File: config.mk
export PLATFORM = sky130hd
export DESIGN_NAME = line_sensor_centroid_tracker_unit
export DESIGN_NICKNAME = d
export VERILOG_FILES = /design/src/rtl/core/lsct_pkg.sv /design/src/rtl/core/lsct_scan.sv /design/src/rtl/core/lsct_div.sv /design/src/rtl/core/line_sensor_centroid_tracker_unit.sv
export SDC_FILE = /design/constraint.sdc
export NUM_CORES = 1
export LEC_CHECK = 0
export BUFFER_PORTS_ARGS = -buffer_cell sky130_fd_sc_hd__buf_2
export CAP_MARGIN = 40
export CORE_AREA = 2 2 249 251
export CTS_CLUSTER_SIZE = 16
export DETAILED_ROUTE_END_ITERATION = 8
export DIE_AREA = 0 0 251 253
export PLACE_DENSITY = 0.67
export SETUP_SLACK_MARGIN = 0.4
export SLEW_MARGIN = 20
export SYNTH_ARGS = -nofsm -noshare
export SYNTH_HDL_FRONTEND = slang
export SYNTH_HIERARCHICAL = 1
export SYNTH_SLANG_ARGS = --single-unit
File: constraint.sdc
create_clock -name i_clk -period 8 [get_ports i_clk]
set_input_delay 1.6 -clock i_clk [delete_from_list [all_inputs] [get_ports i_clk]]
set_output_delay 1.6 -clock i_clk [all_outputs]
set_load 0.03 [all_outputs]
File: src/rtl/core/lsct_pkg.sv
// ----------------------------------------------------------------------------
// lsct_pkg
// Shared widths, tick codes, limits and types of the line sensor centroid
// tracker.
// ----------------------------------------------------------------------------
package lsct_pkg;

    // sensor array
    localparam int NSENS  = 8;
    localparam int SENS_W = $clog2(NSENS);
    localparam int SMP_W  = 16;

    // baseline accumulator and deviation total
    localparam int BASE_W = 19;
    localparam int TOT_W  = BASE_W + SENS_W;

    // calibration
    localparam int CALIB_SAMPLES = 8;
    localparam int CALIB_SHIFT   = $clog2(CALIB_SAMPLES);

    // tick counter codes
    localparam int                TICK_W       = 5;
    localparam logic [TICK_W-1:0] TICK_MAX     = 5'd31;
    localparam logic [TICK_W-1:0] CAL_FIRST    = 5'd9;
    localparam logic [TICK_W-1:0] CAL_LAST     = 5'd16;
    localparam logic [TICK_W-1:0] CAL_DIV_TICK = 5'd17;
    localparam logic [TICK_W-1:0] FOLLOW_TICK  = 5'd25;

    // drive and output widths
    localparam int DRV_W = 16;
    localparam int POS_W = 13;
    localparam int CFG_W = 10;
    localparam int STEP_W = 3;

    localparam logic [CFG_W-1:0]        BASE_DRIVE_RST = 10'd500;
    localparam logic signed [DRV_W-1:0] DRV_MAX        = 16'sh7FFF;
    localparam logic signed [DRV_W-1:0] DRV_MIN        = 16'sh8000;

    // default share scale
    localparam int SCALE_DEF = 1024;

    // samples of one request, sensor 0 in the low bits
    typedef logic [NSENS-1:0][SMP_W-1:0] t_sample_arr;

    // controls from the sequencer to the scan datapath
    typedef struct packed {
        logic load;
        logic scan;
        logic next_dev;
        logic cal_add;
        logic cal_div;
    } t_scan_ctl;

endpackage

File: src/rtl/core/lsct_scan.sv
// ----------------------------------------------------------------------------
// lsct_scan
// Sample, baseline and deviation shift lines. One sensor per cycle: the
// baseline is updated, the absolute deviation formed and added to the total.
// ----------------------------------------------------------------------------
module lsct_scan (
    input  logic                                    i_clk,
    input  logic                                    i_rst_n,
    input  lsct_pkg::t_scan_ctl                     i_ctl,
    input  lsct_pkg::t_sample_arr                   i_samples,
    output logic [lsct_pkg::BASE_W-1:0]             o_dev,
    output logic [lsct_pkg::TOT_W-1:0]              o_total
);

    logic [lsct_pkg::NSENS-1:0][lsct_pkg::SMP_W-1:0]  r_smp;
    logic [lsct_pkg::NSENS-1:0][lsct_pkg::BASE_W-1:0] r_base;
    logic [lsct_pkg::NSENS-1:0][lsct_pkg::BASE_W-1:0] r_dev;
    logic [lsct_pkg::TOT_W-1:0]                       r_total;

    logic [lsct_pkg::BASE_W-1:0] w_smp_ext;
    logic [lsct_pkg::BASE_W-1:0] w_base_new;
    logic [lsct_pkg::BASE_W-1:0] w_dev;
    logic [lsct_pkg::BASE_W-1:0] w_dev_in;

    // baseline update and deviation of the head sensor
    always_comb begin
        w_smp_ext = lsct_pkg::BASE_W'(r_smp[0]);
        if (i_ctl.cal_add) begin
            w_base_new = r_base[0] + w_smp_ext;
        end else if (i_ctl.cal_div) begin
            w_base_new = r_base[0] >> lsct_pkg::CALIB_SHIFT;
        end else begin
            w_base_new = r_base[0];
        end
        if (w_smp_ext >= w_base_new) begin
            w_dev = w_smp_ext - w_base_new;
        end else begin
            w_dev = w_base_new - w_smp_ext;
        end
        w_dev_in = i_ctl.scan ? w_dev : '0;
    end

    // sample shift line
    always_ff @(posedge i_clk) begin
        if (i_ctl.load) begin
            r_smp <= i_samples;
        end else if (i_ctl.scan) begin
            r_smp <= {r_smp[lsct_pkg::NSENS-1], r_smp[lsct_pkg::NSENS-1:1]};
        end
    end

    // baseline rotates once around per scan
    always_ff @(posedge i_clk) begin
        if (!i_rst_n) begin
            r_base <= '0;
        end else if (i_ctl.scan) begin
            r_base <= {w_base_new, r_base[lsct_pkg::NSENS-1:1]};
        end
    end

    // deviations, sensor 0 at the head once the scan is done
    always_ff @(posedge i_clk) begin
        if (i_ctl.scan || i_ctl.next_dev) begin
            r_dev <= {w_dev_in, r_dev[lsct_pkg::NSENS-1:1]};
        end
    end

    // deviation total
    always_ff @(posedge i_clk) begin
        if (i_ctl.load) begin
            r_total <= '0;
        end else if (i_ctl.scan) begin
            r_total <= r_total + lsct_pkg::TOT_W'(w_dev);
        end
    end

    assign o_dev   = r_dev[0];
    assign o_total = r_total;

endmodule

File: src/rtl/core/lsct_div.sv
// ----------------------------------------------------------------------------
// lsct_div
// Bit-serial restoring divider for one share: floor(dev * SCALE / total).
// One quotient bit per cycle; dev must not exceed total.
// ----------------------------------------------------------------------------
module lsct_div #(
    parameter int SCALE = lsct_pkg::SCALE_DEF,
    parameter int QW    = $clog2(SCALE + 1)
) (
    input  logic                           i_clk,
    input  logic                           i_rst_n,
    input  logic                           i_start,
    input  logic [lsct_pkg::BASE_W-1:0]    i_dev,
    input  logic [lsct_pkg::TOT_W-1:0]     i_total,
    output logic                           o_done,
    output logic [QW-1:0]                  o_quot
);

    localparam int PRD_W = lsct_pkg::BASE_W + QW;
    localparam int CNT_W = $clog2(QW + 1);
    localparam logic [QW-1:0] SCALE_C = QW'(SCALE);

    logic                          r_busy;
    logic                          r_done;
    logic [CNT_W-1:0]              r_cnt;
    logic [lsct_pkg::TOT_W-1:0]    r_rem;
    logic [QW-1:0]                 r_q;

    logic [PRD_W-1:0]              w_prod;
    logic [lsct_pkg::TOT_W:0]      w_shift;
    logic [lsct_pkg::TOT_W:0]      w_diff;
    logic                          w_ge;

    // scaled dividend and one restoring step
    always_comb begin
        w_prod  = PRD_W'(i_dev) * PRD_W'(SCALE_C);
        w_shift = {r_rem, r_q[QW-1]};
        w_ge    = w_shift >= (lsct_pkg::TOT_W + 1)'(i_total);
        w_diff  = w_shift - (lsct_pkg::TOT_W + 1)'(i_total);
    end

    // iteration control
    always_ff @(posedge i_clk) begin
        if (!i_rst_n) begin
            r_busy <= 1'b0;
            r_done <= 1'b0;
            r_cnt  <= '0;
        end else begin
            r_done <= 1'b0;
            if (i_start) begin
                r_busy <= 1'b1;
                r_cnt  <= '0;
            end else if (r_busy) begin
                r_cnt <= r_cnt + 1'b1;
                if (r_cnt == CNT_W'(QW - 1)) begin
                    r_busy <= 1'b0;
                    r_done <= 1'b1;
                end
            end
        end
    end

    // remainder and quotient shift register
    always_ff @(posedge i_clk) begin
        if (i_start) begin
            r_rem <= lsct_pkg::TOT_W'(w_prod[PRD_W-1:QW]);
            r_q   <= w_prod[QW-1:0];
        end else if (r_busy) begin
            r_rem <= w_ge ? w_diff[lsct_pkg::TOT_W-1:0] : w_shift[lsct_pkg::TOT_W-1:0];
            r_q   <= {r_q[QW-2:0], w_ge};
        end
    end

    assign o_done = r_done;
    assign o_quot = r_q;

endmodule

File: src/rtl/core/line_sensor_centroid_tracker_unit.sv
// ----------------------------------------------------------------------------
// line_sensor_centroid_tracker_unit
// Calibrates a per-sensor baseline, forms the weighted centroid of the
// deviations and steers the left and right drive values.
//
//   channel   direction  handshake                 payload
//   input     in         i_valid / o_stall         i_sample_0 .. i_sample_7
//   result    out        o_valid / i_stall         o_line_position, o_drive_left,
//                                                  o_drive_right, o_following,
//                                                  o_calibrated
//   config    in         i_base_drive_we           i_base_drive_data
//
// A new request is taken only once the last is through. The scan takes one
// sensor a cycle; each of the eight shares then goes through the one
// bit-serial divider for QW = clog2(SCALE + 1) quotient bits. The follow-mode
// tick and a zero total skip it. Reset is synchronous and clears the
// baselines in the same cycle. A stalled result holds the next one back only
// at its final step.
// ----------------------------------------------------------------------------
module line_sensor_centroid_tracker_unit #(
    parameter int SCALE = lsct_pkg::SCALE_DEF
) (
    input  logic                                i_clk,
    input  logic                                i_rst_n,
    input  logic                                i_base_drive_we,
    input  logic [lsct_pkg::CFG_W-1:0]          i_base_drive_data,
    input  logic                                i_valid,
    output logic                                o_stall,
    input  logic [lsct_pkg::SMP_W-1:0]          i_sample_0,
    input  logic [lsct_pkg::SMP_W-1:0]          i_sample_1,
    input  logic [lsct_pkg::SMP_W-1:0]          i_sample_2,
    input  logic [lsct_pkg::SMP_W-1:0]          i_sample_3,
    input  logic [lsct_pkg::SMP_W-1:0]          i_sample_4,
    input  logic [lsct_pkg::SMP_W-1:0]          i_sample_5,
    input  logic [lsct_pkg::SMP_W-1:0]          i_sample_6,
    input  logic [lsct_pkg::SMP_W-1:0]          i_sample_7,
    output logic                                o_valid,
    input  logic                                i_stall,
    output logic [lsct_pkg::POS_W-1:0]          o_line_position,
    output logic signed [lsct_pkg::DRV_W-1:0]   o_drive_left,
    output logic signed [lsct_pkg::DRV_W-1:0]   o_drive_right,
    output logic                                o_following,
    output logic                                o_calibrated
);

    localparam int QW = $clog2(SCALE + 1);
    localparam int PW = QW + lsct_pkg::SENS_W;
    localparam int DW = lsct_pkg::DRV_W + 1;

    // sequencer states
    localparam logic [2:0] ST_IDLE = 3'd0;
    localparam logic [2:0] ST_SCAN = 3'd1;
    localparam logic [2:0] ST_DIVL = 3'd2;
    localparam logic [2:0] ST_DIVW = 3'd3;
    localparam logic [2:0] ST_FIN  = 3'd4;

    localparam logic [lsct_pkg::SENS_W-1:0] SENS_LAST = lsct_pkg::SENS_W'(lsct_pkg::NSENS - 1);

    logic [2:0]                          r_state, n_state;
    logic [lsct_pkg::SENS_W-1:0]         r_sens, n_sens;
    logic [lsct_pkg::TICK_W-1:0]         r_tick, n_tick;
    logic                                r_follow, n_follow;
    logic signed [lsct_pkg::DRV_W-1:0]   r_left, n_left;
    logic signed [lsct_pkg::DRV_W-1:0]   r_right, n_right;
    logic [lsct_pkg::CFG_W-1:0]          r_base_drive;
    logic [PW-1:0]                       r_pos, n_pos;
    logic                                r_ovalid, n_ovalid;
    logic [lsct_pkg::POS_W-1:0]          r_o_pos;
    logic signed [lsct_pkg::DRV_W-1:0]   r_o_left;
    logic signed [lsct_pkg::DRV_W-1:0]   r_o_right;
    logic                                r_o_follow;
    logic                                r_o_cal;
    logic                                w_out_load;

    logic                                w_in_acc;
    logic                                w_out_free;
    logic [lsct_pkg::TICK_W-1:0]         w_tick_inc;
    lsct_pkg::t_sample_arr               w_samples;
    lsct_pkg::t_scan_ctl                 w_ctl;
    logic [lsct_pkg::BASE_W-1:0]         w_dev;
    logic [lsct_pkg::TOT_W-1:0]          w_total;
    logic                                w_div_start;
    logic                                w_div_done;
    logic [QW-1:0]                       w_quot;
    logic [lsct_pkg::STEP_W-1:0]         w_step;
    logic signed [DW-1:0]                w_left_sum;
    logic signed [DW-1:0]                w_right_sum;
    logic signed [lsct_pkg::DRV_W-1:0]   w_left_sat;
    logic signed [lsct_pkg::DRV_W-1:0]   w_right_sat;
    logic signed [lsct_pkg::DRV_W-1:0]   w_base_s;

    assign w_samples = {i_sample_7, i_sample_6, i_sample_5, i_sample_4,
                        i_sample_3, i_sample_2, i_sample_1, i_sample_0};

    // handshakes
    assign o_stall    = (r_state != ST_IDLE);
    assign w_in_acc   = i_valid && (r_state == ST_IDLE);
    assign w_out_free = !r_ovalid || !i_stall;
    assign w_tick_inc = (r_tick == lsct_pkg::TICK_MAX) ? r_tick : r_tick + 1'b1;

    // scan datapath controls
    always_comb begin
        w_ctl.load     = w_in_acc;
        w_ctl.scan     = (r_state == ST_SCAN);
        w_ctl.next_dev = (r_state == ST_DIVW) && w_div_done;
        w_ctl.cal_add  = (r_tick >= lsct_pkg::CAL_FIRST) && (r_tick <= lsct_pkg::CAL_LAST);
        w_ctl.cal_div  = (r_tick == lsct_pkg::CAL_DIV_TICK);
    end

    assign w_div_start = (r_state == ST_DIVL) && (w_total != '0);

    lsct_scan u_scan (
        .i_clk     (i_clk),
        .i_rst_n   (i_rst_n),
        .i_ctl     (w_ctl),
        .i_samples (w_samples),
        .o_dev     (w_dev),
        .o_total   (w_total)
    );

    lsct_div #(
        .SCALE (SCALE),
        .QW    (QW)
    ) u_div (
        .i_clk   (i_clk),
        .i_rst_n (i_rst_n),
        .i_start (w_div_start),
        .i_dev   (w_dev),
        .i_total (w_total),
        .o_done  (w_div_done),
        .o_quot  (w_quot)
    );

    // drive step is position over scale, at most seven
    always_comb begin
        w_step = '0;
        for (int k = 1; k < lsct_pkg::NSENS; k++) begin
            if (r_pos >= PW'(k * SCALE)) begin
                w_step = lsct_pkg::STEP_W'(k);
            end
        end
    end

    // saturating drive update
    always_comb begin
        w_left_sum  = DW'(r_left) - $signed({{(DW - lsct_pkg::STEP_W){1'b0}}, w_step});
        w_right_sum = DW'(r_right) + $signed({{(DW - lsct_pkg::STEP_W){1'b0}}, w_step});
        if (w_left_sum[DW-1] != w_left_sum[DW-2]) begin
            w_left_sat = w_left_sum[DW-1] ? lsct_pkg::DRV_MIN : lsct_pkg::DRV_MAX;
        end else begin
            w_left_sat = w_left_sum[lsct_pkg::DRV_W-1:0];
        end
        if (w_right_sum[DW-1] != w_right_sum[DW-2]) begin
            w_right_sat = w_right_sum[DW-1] ? lsct_pkg::DRV_MIN : lsct_pkg::DRV_MAX;
        end else begin
            w_right_sat = w_right_sum[lsct_pkg::DRV_W-1:0];
        end
        w_base_s = $signed(lsct_pkg::DRV_W'(r_base_drive));
    end

    // sequencer
    always_comb begin
        n_state    = r_state;
        n_sens     = r_sens;
        n_tick     = r_tick;
        n_follow   = r_follow;
        n_left     = r_left;
        n_right    = r_right;
        n_pos      = r_pos;
        n_ovalid   = r_ovalid && i_stall;
        w_out_load = 1'b0;
        case (r_state)
            ST_IDLE: begin
                if (w_in_acc) begin
                    n_tick  = w_tick_inc;
                    n_pos   = '0;
                    n_sens  = '0;
                    n_state = (w_tick_inc == lsct_pkg::FOLLOW_TICK) ? ST_FIN : ST_SCAN;
                end
            end
            ST_SCAN: begin
                n_sens = r_sens + 1'b1;
                if (r_sens == SENS_LAST) begin
                    n_state = ST_DIVL;
                end
            end
            ST_DIVL: begin
                n_state = (w_total == '0) ? ST_FIN : ST_DIVW;
            end
            ST_DIVW: begin
                if (w_div_done) begin
                    n_pos = r_pos + PW'(r_sens) * PW'(w_quot);
                    if (r_sens == SENS_LAST) begin
                        n_state = ST_FIN;
                    end else begin
                        n_sens  = r_sens + 1'b1;
                        n_state = ST_DIVL;
                    end
                end
            end
            ST_FIN: begin
                if (w_out_free) begin
                    w_out_load = 1'b1;
                    n_ovalid   = 1'b1;
                    n_state    = ST_IDLE;
                    if (r_tick == lsct_pkg::FOLLOW_TICK) begin
                        n_follow = 1'b1;
                    end else if (r_follow) begin
                        n_left  = w_left_sat;
                        n_right = w_right_sat;
                    end else begin
                        n_left  = w_base_s;
                        n_right = w_base_s;
                    end
                end
            end
            default: begin
                n_state = ST_IDLE;
            end
        endcase
    end

    // control and architectural state
    always_ff @(posedge i_clk) begin
        if (!i_rst_n) begin
            r_state      <= ST_IDLE;
            r_sens       <= '0;
            r_tick       <= '0;
            r_follow     <= 1'b0;
            r_left       <= '0;
            r_right      <= '0;
            r_base_drive <= lsct_pkg::BASE_DRIVE_RST;
            r_ovalid     <= 1'b0;
        end else begin
            r_state  <= n_state;
            r_sens   <= n_sens;
            r_tick   <= n_tick;
            r_follow <= n_follow;
            r_left   <= n_left;
            r_right  <= n_right;
            r_ovalid <= n_ovalid;
            if (i_base_drive_we) begin
                r_base_drive <= i_base_drive_data;
            end
        end
    end

    // position accumulator
    always_ff @(posedge i_clk) begin
        r_pos <= n_pos;
    end

    // result register
    always_ff @(posedge i_clk) begin
        if (w_out_load) begin
            r_o_pos    <= lsct_pkg::POS_W'(r_pos);
            r_o_left   <= n_left;
            r_o_right  <= n_right;
            r_o_follow <= n_follow;
            r_o_cal    <= (r_tick >= lsct_pkg::CAL_DIV_TICK);
        end
    end

    assign o_valid         = r_ovalid;
    assign o_line_position = r_o_pos;
    assign o_drive_left    = r_o_left;
    assign o_drive_right   = r_o_right;
    assign o_following     = r_o_follow;
    assign o_calibrated    = r_o_cal;

    // a new result only comes out of the final step
    a_valid_from_fin: assert property (@(posedge i_clk) disable iff (!i_rst_n)
        $rose(r_ovalid) |-> $past(r_state) == ST_FIN)
        else $error("result valid rose outside the final step");

    // follow mode, once entered, is kept
    a_follow_sticky: assert property (@(posedge i_clk) disable iff (!i_rst_n)
        r_follow |=> r_follow)
        else $error("follow mode dropped");

    // the follow-mode tick leaves both drives alone
    a_follow_tick_hold: assert property (@(posedge i_clk) disable iff (!i_rst_n)
        (w_out_load && (r_tick == lsct_pkg::FOLLOW_TICK)) |=>
            ($stable(r_left) && $stable(r_right) && r_follow))
        else $error("drives changed on the follow-mode tick");

    // divider is only started while the sequencer waits on a share
    a_div_done_ctx: assert property (@(posedge i_clk) disable iff (!i_rst_n)
        w_div_start |=> (r_state == ST_DIVW) && !w_div_done)
        else $error("divider start out of sequence");

endmodule

==> metrics <==
CTS Sinks=609; synthesized cell area=30200 µm²; Core Rows=91; global-route wire length before repair=101 mm; status=complete, no violations; Starting DRT DRC Count=1127; count of cell types in the netlist=98; Post-DRT Antenna Nets=0; Rel. slew slack=40.0%; PwrDens=291 nW/µm²; Critical Path End Type=register; final hold viol count=0; Setup Viol. Count Final=0; Final Cycle Share=90.1%; register area share after synthesis=52.3%; CP most frequent cell=xor2_1; # resized after CTS=0; Die ar.=63500 µm²; max_cap viols=0; All-Layer GR Usage=19.5%; area added between synthesis and finish=12.9%; LEAKAGE=13.1 nW; Area contributors post-synth=edfxtp_1, dfxtp_1, mux2i_1, ha_1, mux2_2; clock-pin slew on the worst setup and hold paths=0.06 ns; CP Data Arrival Time=7.67 ns; die height=253 µm; top-area cell type share of the netlist area=35.8%; worst skew pair latency=0.61 ns; Hold Startpoint=u_scan/r_dev[75]$_DFFE_PP_; most common cell after layout, fill and taps aside=edfxtp_1; Post-CTS Setup Inserts=0; Final Skew=0.0216 ns; critical path's largest stage delay=0.45 ns; Sum Neg Setup Slack=0 ns; io pins=192; Inserted Clock Buffers=66; starting density of the core=49.5%; Slew @ Worst Pin=0.888 ns; initial antenna violation count=6; area of the core=61000 µm²; hold path endpoint=u_scan/r_dev[56]$_DFFE_PP_; R2R Path Start=u_scan/r_smp[1]$_DFFE_PP_; R2R depth=30; port bufs=191; Hold-fix buffers, CTS=0; #FFs+latches synth=609; Cells after Synth=2628; hold depth=0; Final nets=3062; DP HPWL=44.2 mm; met3 usage=4.27%; Max rail drop VDD=0.000214 V; DRT Pass-1 Iters=5; deepest level of the CTS H-tree=3; Post-Route WL=62.6 mm; CP max FO=11; Reg2Reg Setup Slack=0.79 ns; Via Count=19700; DRC violations left=0; routed length per instance=17.3 µm; Synth Net Count=2915; share of cells above drive strength 1=17.5%; worst path required time=8.46 ns; synth warn=6; Critical Path Start Type=register; share of synthesized registers carrying an async set or reset=0%; Post-synth EDFFs=360; most crowded layer after global routing=met2; Max Transition Viols Final=0; largest net degree at the start of global routing=115; GPL Wtd Cong=0.892; Core Util, Final=55.9%; Crit-path slowest cell=fa_1; CTS root buffer=clkbuf_16; crit path time final=7.21 ns; grt ovf=0; M2 GR Usage=33.4%; Clock Tree Buf Depth=3; most frequent cells in the layout=edfxtp_1, dfxtp_1, mux2i_1; worst flop-to-flop path endpoint=u_scan/o_total[20]$_SDFFE_PP0P_; crit path kind=reg -> reg; Hold WC Path Type=reg -> reg; Chip Width=251 µm; RSZ-0062 raised after global routing=false; Synth area leader=edfxtp_1; Avg Cell Area, Syn=11.5 µm²; top_reg_cell synth=edfxtp_1; GR Layer Usage met1=24.7%; maximum operating frequency=0.139 GHz; vias in the first global route=19900; CTS tree=yes; vias per cell=5.45
[sequential cells by signal, indices dropped and copies added, names as in the netlist, 19 cells and up]
register / cells
u_scan/r_base: 152
u_scan/r_dev: 133
u_scan/r_smp: 128
u_div/r_rem: 22
u_scan/o_total: 22
u_scan/o_dev: 19
[cell usage after synthesis, types with 63 or more instances]
cell	n
a21oi_1	114
and2_1	63
clkbuf_1	102
dfxtp_1	249
edfxtp_1	360
ha_1	116
inv_1	122
mux2_2	117
mux2i_1	226
nand2_1	141
nor2_1	166
nor2b_1	176
o21ai_0	87
[worst max path at each step]
| stage | start | to | slack [ns] | cells past startpoint |
|---|---|---|---|---|
| 4_1_cts | u_scan/r_smp[1]$_DFFE_PP_ | u_scan/o_total[20]$_SDFFE_PP0P_ | 0.51 | 28 |
| 5_1_grt | u_scan/r_smp[0]$_DFFE_PP_ | u_scan/o_total[20]$_SDFFE_PP0P_ | 0.37 | 31 |
| 3_5_place_dp | u_scan/r_smp[1]$_DFFE_PP_ | u_scan/o_total[20]$_SDFFE_PP0P_ | 0.52 | 28 |
| 2_1_floorplan | r_tick[1]$_SDFFE_PN0P_ | u_scan/o_total[20]$_SDFFE_PP0P_ | 1.03 | 33 |
| 6_report | u_scan/r_smp[1]$_DFFE_PP_ | u_scan/o_total[20]$_SDFFE_PP0P_ | 0.79 | 30 |
| 3_3_place_gp | r_tick[1]$_SDFFE_PN0P_ | u_scan/o_total[20]$_SDFFE_PP0P_ | 0.62 | 26 |
[cell type report]
| cell class | count | area (µm²) |
|---|---|---|
| diodes | 1 | 2.50 |
| clock buffers | 99 | 1890 |
| clock inverters | 21 | 216 |
| fillers | 5114 | 26900 |
| inverters | 123 | 462 |
| multi-input cells | 1752 | 13300 |
| flip-flops and latches | 609 | 15800 |
| well taps | 790 | 988 |
| repair buffers | 223 | 1410 |
[through the flow]
step	instance area (µm²)	total power (W)	hold slack (ns)	instances	worst slack, ns
final	34100	0.00993	0.413	3618	0.791
after global routing	34100	0.0105	0.420	3618	0.370
after CTS	34000	0.0100	0.415	3614	0.511
after detailed placement	31900	0.00705	0.405	3494	0.516
after global placement	31600	0.00689	0.401	3482	0.618
after floorplan	30200	0.00638	0.400	2628	1.03
[routing by layer]
metal | share of wire, % | vias up
li1 | - | 9717
met1 | 44 | 9448
met2 | 48 | 427
met3 | 4.9 | 114
met4 | 2.7 | 6
met5 | 0.061 | -
[critical path, delay by kind of cell (launching register included)]
kind,cells,cell delay [ns]
simple gates,7,1.29
xor+xnor,3,0.51
compound gates,15,3.22
flops,1,0.44
fa+ha+maj,3,1.19
mux,1,0.25
buf+inv,1,0.15
[cell families after synthesis]
kind of cell | share of synthesized area, %
adders and majority gates | 6.66
and+or+nand+nor | 13.0
buffers and inverters | 3.75
muxes | 12.2
xor gates and xnor gates | 2.44
AOI/OAI and AO/OA | 9.62
DFF | 52.3
[where the power goes]
part | switching (W) | leakage, nW | internal, W
logic | 0.00163 | 6.65 | 0.00127
clock network | 0.00123 | 1.02 | 0.00168
registers | 0.000219 | 5.42 | 0.00389
total | 0.00309 | 13.1 | 0.00685
(Power assumes the default switching activity.)
